[src/hw/rtl/pfe_pkg.sv]
`default_nettype none
package pfe_pkg;
  // sizes fixed to the 4-bit key fields and 2-bit priority field
  localparam int NUM_STATES = 16;
  localparam int NUM_EVENTS = 16;
  localparam int NUM_PRIOS = 4;
  localparam int QUEUE_DEPTH = 16;

  localparam logic [2:0] OP_ADD = 3'd0;
  localparam logic [2:0] OP_LOAD = 3'd1;
  localparam logic [2:0] OP_SET = 3'd2;
  localparam logic [2:0] OP_ENQ = 3'd3;
  localparam logic [2:0] OP_DEQ = 3'd4;
  localparam logic [2:0] OP_PROC = 3'd5;

  localparam logic [2:0] ST_OK = 3'd0;
  localparam logic [2:0] ST_EXISTS = 3'd1;
  localparam logic [2:0] ST_NOTFOUND = 3'd2;
  localparam logic [2:0] ST_BADPRIO = 3'd3;
  localparam logic [2:0] ST_EMPTY = 3'd4;
  localparam logic [2:0] ST_FULL = 3'd5;

  // controller to datapath
  typedef struct packed {
    logic capture;  // latch request fields, run first step and queue read
    logic lookup;   // second step: transition table read
    logic finish;   // third step: fire and load result
  } pfe_cmd_t;
endpackage
`default_nettype wire

[src/hw/rtl/pfe_ctrl.sv]
`default_nettype none
module pfe_ctrl (
  input  wire             clk,
  input  wire             rst,
  input  wire             in_valid,
  output logic            in_stall,
  output logic            out_valid,
  input  wire             out_stall,
  output pfe_pkg::pfe_cmd_t cmd
);
  import pfe_pkg::*;

  localparam logic [1:0] S_IDLE = 2'd0;
  localparam logic [1:0] S_LOOK = 2'd1;
  localparam logic [1:0] S_FIN = 2'd2;

  logic [1:0] state;
  logic       take;

  // accept when no request is in flight and the result slot is free or leaving
  assign in_stall = (state != S_IDLE) || (out_valid && out_stall);
  assign take = in_valid && !in_stall;
  assign cmd.capture = take;
  assign cmd.lookup = (state == S_LOOK);
  assign cmd.finish = (state == S_FIN);

  // advance the three-step sequence and hold the result until taken
  always_ff @(posedge clk) begin
    if (rst) begin
      state <= S_IDLE;
      out_valid <= 1'b0;
    end else begin
      unique case (state)
        S_IDLE: if (take) state <= S_LOOK;
        S_LOOK: state <= S_FIN;
        S_FIN: state <= S_IDLE;
        default: state <= S_IDLE;
      endcase
      if (state == S_FIN) out_valid <= 1'b1;
      else if (!out_stall) out_valid <= 1'b0;
    end
  end
endmodule
`default_nettype wire

[src/hw/rtl/pfe_dp.sv]
`default_nettype none
module pfe_dp (
  input  wire               clk,
  input  wire               rst,
  input  pfe_pkg::pfe_cmd_t cmd,
  input  wire  [2:0]        opcode,
  input  wire  [3:0]        state_key,
  input  wire  [3:0]        event_key,
  input  wire  [3:0]        next_state,
  input  wire               has_target,
  input  wire  [1:0]        priority_req,
  output logic [2:0]        status,
  output logic [3:0]        current_state,
  output logic              current_valid,
  output logic [6:0]        queued_total,
  output logic [3:0]        handled_event,
  output logic              moved
);
  import pfe_pkg::*;

  // state registry, one valid bit per state
  logic [NUM_STATES-1:0]            present;
  // transition table and its valid bits (cleared at reset)
  logic [NUM_STATES*NUM_EVENTS-1:0] tr_valid;
  logic [3:0]                       tr_mem [NUM_STATES*NUM_EVENTS];
  logic [3:0]                       q_mem [NUM_PRIOS*QUEUE_DEPTH];
  logic [3:0]                       head [NUM_PRIOS];
  logic [4:0]                       fill [NUM_PRIOS];
  logic [3:0]                       act;
  logic                             act_v;

  // latched request and read data of each step
  logic [2:0] r_op;
  logic [3:0] r_ek;
  logic       r_empty;
  logic [3:0] q_rd;
  logic [3:0] ev_r;
  logic       tv_rd;
  logic [3:0] tr_rd;

  // dequeue selection on the current fill counts
  logic       any;
  logic [1:0] sel;
  always_comb begin
    any = 1'b0;
    sel = '0;
    for (int p = 0; p < NUM_PRIOS; p++) begin
      if (fill[p] != '0) begin
        any = 1'b1;
        sel = 2'(p);
      end
    end
  end

  logic       full;
  logic [3:0] slot;
  logic [5:0] enq_addr, deq_addr;
  assign full = fill[priority_req][4];
  assign slot = head[priority_req] + fill[priority_req][3:0];
  assign enq_addr = {priority_req, slot};
  assign deq_addr = {sel, head[sel]};

  // event to fire: dequeued one or the request's own
  logic [3:0] fire_ev;
  logic [7:0] tr_addr;
  assign fire_ev = (r_op == OP_DEQ) ? q_rd : r_ek;
  assign tr_addr = {act, fire_ev};

  // fire decision on the registered table entry
  logic fire_hit;
  assign fire_hit = act_v && tv_rd && present[tr_rd];

  logic [6:0] tot;
  always_comb begin
    tot = '0;
    for (int p = 0; p < NUM_PRIOS; p++) tot = tot + 7'(fill[p]);
  end

  // memories
  always_ff @(posedge clk) begin
    if (cmd.capture && opcode == OP_ENQ && !full)
      q_mem[enq_addr] <= event_key;
    q_rd <= q_mem[deq_addr];
    if (cmd.capture && opcode == OP_LOAD)
      tr_mem[{state_key, event_key}] <= next_state;
    if (cmd.lookup) begin
      tr_rd <= tr_mem[tr_addr];
      tv_rd <= tr_valid[tr_addr];
      ev_r <= fire_ev;
    end
  end

  always_ff @(posedge clk) begin
    if (cmd.capture) begin
      r_op <= opcode;
      r_ek <= event_key;
      r_empty <= !any;
    end
    if (rst) begin
      present <= '0;
      tr_valid <= '0;
      act <= '0;
      act_v <= 1'b0;
      for (int p = 0; p < NUM_PRIOS; p++) begin
        head[p] <= '0;
        fill[p] <= '0;
      end
    end else if (cmd.capture) begin
      // table and queue updates of step one
      case (opcode)
        OP_ADD: begin
          if (present[state_key]) status <= ST_EXISTS;
          else begin
            status <= ST_OK;
            present[state_key] <= 1'b1;
          end
        end
        OP_LOAD: begin
          status <= ST_OK;
          tr_valid[{state_key, event_key}] <= has_target;
        end
        OP_SET: begin
          if (!present[state_key]) status <= ST_NOTFOUND;
          else begin
            status <= ST_OK;
            act <= state_key;
            act_v <= 1'b1;
          end
        end
        OP_ENQ: begin
          if (full) status <= ST_FULL;
          else begin
            status <= ST_OK;
            fill[priority_req] <= fill[priority_req] + 5'd1;
          end
        end
        OP_DEQ: begin
          status <= ST_OK;
          if (any) begin
            head[sel] <= head[sel] + 4'd1;
            fill[sel] <= fill[sel] - 5'd1;
          end
        end
        default: status <= ST_OK;
      endcase
    end else if (cmd.finish) begin
      // fire and load the result
      if (r_op == OP_PROC || (r_op == OP_DEQ && !r_empty)) begin
        handled_event <= ev_r;
        status <= fire_hit ? ST_OK : ST_NOTFOUND;
        moved <= fire_hit;
        if (fire_hit) act <= tr_rd;
      end else begin
        handled_event <= '0;
        moved <= 1'b0;
        if (r_op == OP_DEQ) status <= ST_EMPTY;
      end
    end
  end

  always_ff @(posedge clk) begin
    if (cmd.finish) queued_total <= tot;
  end

  assign current_state = act;
  assign current_valid = act_v;
endmodule
`default_nettype wire

[src/hw/rtl/prioritized_event_fsm_engine.sv]
`default_nettype none
// channel | valid     | stall     | payload
// input   | in_valid  | in_stall  | opcode state_key event_key next_state has_target priority_req
// output  | out_valid | out_stall | status current_state current_valid queued_total
//         |           |           | handled_event moved
// Each request runs as a queue read, the dependent transition read, then the fire.
// A new request is not taken until the previous one has fired and its result is taken or leaving.
// Reset clears the state registry, transition valid bits and queue counters at once.
// A held result stalls input until taken.
module prioritized_event_fsm_engine (
  input  wire        clk,
  input  wire        rst,
  input  wire        in_valid,
  output logic       in_stall,
  input  wire  [2:0] opcode,
  input  wire  [3:0] state_key,
  input  wire  [3:0] event_key,
  input  wire  [3:0] next_state,
  input  wire        has_target,
  input  wire  [1:0] priority_req,
  output logic       out_valid,
  input  wire        out_stall,
  output logic [2:0] status,
  output logic [3:0] current_state,
  output logic       current_valid,
  output logic [6:0] queued_total,
  output logic [3:0] handled_event,
  output logic       moved
);
  import pfe_pkg::*;

  pfe_cmd_t cmd;

  pfe_ctrl u_ctrl (
    .clk(clk), .rst(rst), .in_valid(in_valid), .in_stall(in_stall),
    .out_valid(out_valid), .out_stall(out_stall), .cmd(cmd)
  );

  pfe_dp u_dp (
    .clk(clk), .rst(rst), .cmd(cmd), .opcode(opcode), .state_key(state_key),
    .event_key(event_key), .next_state(next_state), .has_target(has_target),
    .priority_req(priority_req), .status(status), .current_state(current_state),
    .current_valid(current_valid), .queued_total(queued_total),
    .handled_event(handled_event), .moved(moved)
  );
endmodule
`default_nettype wire

[config.mk]
export PLATFORM = sky130hd
export DESIGN_NAME = prioritized_event_fsm_engine
export DESIGN_NICKNAME = d
export VERILOG_FILES = /design/src/hw/rtl/pfe_pkg.sv /design/src/hw/rtl/pfe_ctrl.sv /design/src/hw/rtl/pfe_dp.sv /design/src/hw/rtl/prioritized_event_fsm_engine.sv
export SDC_FILE = /design/constraint.sdc
export NUM_CORES = 2
export LEC_CHECK = 0
export ABC_AREA = 0
export ABC_CLOCK_PERIOD_IN_PS = 5500
export BUFFER_PORTS_ARGS = -buffer_cell sky130_fd_sc_hd__buf_4
export CORE_MARGIN = 4
export CORE_UTILIZATION = 60
export DETAILED_ROUTE_END_ITERATION = 10
export PLACE_DENSITY_LB_ADDON = 0.3
export SLEW_MARGIN = 5
export SYNTH_ARGS = -nofsm -noshare
export SYNTH_HDL_FRONTEND = slang
export SYNTH_SLANG_ARGS = --single-unit
[constraint.sdc]
create_clock -name clk -period 5.5 [get_ports clk]
set_input_delay 0.55 -clock clk [delete_from_list [all_inputs] [get_ports clk]]
set_output_delay 0.55 -clock clk [all_outputs]
set_load 0.05 [all_outputs]
==> impl_metrics.json <==
{
  "outcome": "complete, no violations",
  "critPathLaunch": "u_dp.r_op[1]$_DFFE_PP_",
  "async_reset_ff_share_pct": 0,
  "slew_headroom_pct": 19.6,
  "cp-endpoint": "u_dp.tr_rd[3]$_DFFE_PN_",
  "synth_edf_count": 1348,
  "crit_required_ns": 6.00,
  "nFillCells": 8049,
  "finalWorstSetupSlack_ns": 0.870,
  "antennaDiodeCount": 0,
  "gr-total-overflow": 0,
  "critPathLaunchType": "flop",
  "post_cts_buffers": 0,
  "crit_family": "simple AND/OR/NAND/NOR gates",
  "grtUsageTotal_pct": 30.5,
  "area_growth_syn_to_layout_pct": 9.97,
  "antenna_found_initial": 7,
  "fin_area_um2": 75400,
  "setup_viol": 0,
  "finalCriticalPeriod_ns": 4.63,
  "rows": 123,
  "hold_violations": 0,
  "synthesis.nets": 6145,
  "synth-main-ff-cell": "edfxtp_1",
  "utilization_pct": 66.7,
  "power.total_mw": 26.7,
  "clkSinkCount": 1632,
  "cp_max_fo": 78,
  "worstMarginPinSlew_ns": 1.20,
  "synth_area_leader_cell": "edfxtp_1",
  "routed_via_density": 6.50,
  "die_h_um": 346,
  "grt_pass1_wl_um": 283000,
  "coreArea_um2": 113000,
  "drt-initial-drc-count": 7924,
  "wl_per_cell_um": 24.6,
  "ant_nets": 0,
  "wl_um": 187000,
  "place_congestion": 0.921,
  "ios": 44,
  "cp_slowest_cell": "or3b_1",
  "ctsResizeCount": 0,
  "tns_ns": 0,
  "vias": 49500,
  "root_buffer": "clkbuf_16",
  "initial_core_util_pct": 60.7,
  "dieArea_um2": 120000,
  "syn_area_um2": 68500,
  "grt_pass1_vias": 47200,
  "grt_start_max_net_pins": 168,
  "yosysSeqAreaShare_pct": 67.4,
  "rrSetupSlack_ns": 0.87,
  "hpwl_um": 109000,
  "worstSkewPairLatency_ns": 0.78,
  "max_stage_delay_ns": 0.66,
  "synth_top_area_share_pct": 59.1,
  "fin_worst_skew_ns": 0.0237,
  "clk_pin_slew_ns": 0.06,
  "leakage_nw": 25.2,
  "rsz0062_at_grt": "false",
  "die_w_um": 346,
  "numCtsBuffers": 160,
  "post-route-period-util_pct": 84.2,
  "io_buffers": 43,
  "cts_max_path_buffers": 3,
  "first_pass_iters": 8,
  "placed_area_um2": 70100,
  "crit_type": "flop to flop",
  "syn_inst": 6099,
  "cp.arrival_ns": 5.13,
  "layout-drive-gt1-share_pct": 7.65,
  "cp.depth": 11,
  "htreeDepth": 4,
  "maxCapViolCount": 0,
  "place_ws_ns": 0.966,
  "slew_violations": 0,
  "syn_area_per_cell_um2": 11.2,
  "ys_seq_elements": 1632,
  "drc": 0,
  "timing.rr.start": "u_dp.r_op[1]$_DFFE_PP_",
  "ys_types": 71,
  "synth_area_leaders": "edfxtp_1, nand2_1, dfxtp_1",
  "r2r_end": "u_dp.tr_rd[3]$_DFFE_PN_",
  "nNetsFinal": 6018,
  "cts_hold_buf": 0,
  "hold_class": "input pin to flop",
  "crit_path_cell_trace": "or3b_1 > mux2i_4 > inv_6 > nor2_1 > buf_4 > a31oi_1 > o211ai_1 > o2111ai_1 > nand4_1 > a21oi_1 > or4_1",
  "end_kind": "flop",
  "yosysWarnings": 0,
  "fmax_ghz": 0.216,
  "crit_buf_inv": 2,
  "vdd_drop_max_mv": 0.313,
  "powerDensity_nw_per_um2": 354,
  "ff2ff_path_depth": 11,
  "cts_tree": "yes"
}
## area by class of cell
| cell class | instances | area, µm² | share of cell area [%] |
|---|---|---|---|
| timing repair buffer | 151 | 1390 | 1.84 |
| sequential | 1632 | 46200 | 61.3 |
| inverter | 70 | 285 | 0.379 |
| multi-input combinational | 3957 | 20400 | 27.0 |
| clock inverter | 74 | 749 | 0.995 |
| tap | 1500 | 1880 | 2.49 |
| clock buffer | 224 | 4530 | 6.01 |
## cell usage after synthesis (20+ instances only)
cell type	count
a211oi_1	57
a21oi_1	443
a311oi_1	57
a31oi_1	62
a32oi_1	20
and3_1	48
buf_1	43
buf_2	127
clkbuf_1	266
dfxtp_1	284
edfxtp_1	1348
inv_1	65
mux2i_1	144
mux4_2	33
nand2_1	1531
nand3_1	550
nand4_1	22
nor2_1	416
nor3_1	24
o21ai_0	277
o22ai_1	21
## metal layers
layer | up-vias | part of all wire, % | GRT usage (%)
met1 | 23900 | 37 | 41.6
met3 | 508 | 13 | 6.95
met4 | 2 | 4.6 | 13.7
li1 | 21700 | - | -
met5 | - | 0.0069 | 0
met2 | 3366 | 46 | 47.5
## cells by family after synthesis
kind of cell / synth area share [%]
xor gates and xnor gates: 0.217
and+or+nand+nor: 16.3
DFF: 67.4
muxes: 3.23
buffers and inverters: 3.06
adders and majority gates: 0.526
AOI/OAI and AO/OA: 9.28
## placed cells by master (no fill, tap or decap), types with 62 or more instances in the layout
| cell | netlist | routed |
|---|---|---|
| edfxtp_1 | 1348 | 1348 |
| clkbuf_16 | 0 | 165 |
| buf_4 | 2 | 128 |
| o21ai_0 | 277 | 277 |
| nor2_1 | 416 | 415 |
| a31oi_1 | 62 | 62 |
| a21oi_1 | 443 | 442 |
| nand3_1 | 550 | 544 |
| dfxtp_1 | 284 | 284 |
| inv_1 | 65 | 64 |
| nand2_1 | 1531 | 1522 |
| mux2i_1 | 144 | 143 |
## worst min-delay path by stage
| stage | start | to | cells past startpoint |
|---|---|---|---|
| finish | opcode[0] | u_dp.r_op[0]$_DFFE_PP_ | 1 |
| global route | opcode[0] | u_dp.r_op[0]$_DFFE_PP_ | 1 |
| CTS | opcode[1] | u_dp.r_op[1]$_DFFE_PP_ | 1 |
| detailed placement | u_dp.tr_valid[240]$_SDFFE_PP0P_ | u_dp.tr_valid[240]$_SDFFE_PP0P_ | 2 |
| global placement | u_dp.tr_valid[159]$_SDFFE_PP0P_ | u_dp.tr_valid[159]$_SDFFE_PP0P_ | 2 |
| floorplan | u_dp.present[10]$_SDFFE_PP0P_ | u_dp.present[10]$_SDFFE_PP0P_ | 2 |
## power by group
part	internal [mW]	total, mW	switching [mW]
Clock	6.34	11.0	4.63
Combinational	0.595	2.29	1.69
Sequential	13.4	13.4	0.0408
## stage by stage
stage,hold slack [ns],instances
final,0.0510,7608
after floorplan,0.448,6099
after global placement,0.460,7310
after global routing,0.0298,7608
after CTS,0.0141,7608
after detailed placement,0.466,7310
## sequential cells by signal, summed over array words and instances (netlist names), 3 cells and up
register            cells
u_dp.tr_mem          1024
u_dp.q_mem            256
u_dp.tr_valid         256
u_dp.fill              20
u_dp.head              16
u_dp.present           16
u_dp.queued_total       7
u_dp.current_state      4
u_dp.ev_r               4
u_dp.handled_event      4
u_dp.q_rd               4
u_dp.r_ek               4
u_dp.tr_rd              4
u_dp.r_op               3
u_dp.status             3
No activity file was read; power rests on OpenSTA's default activity.
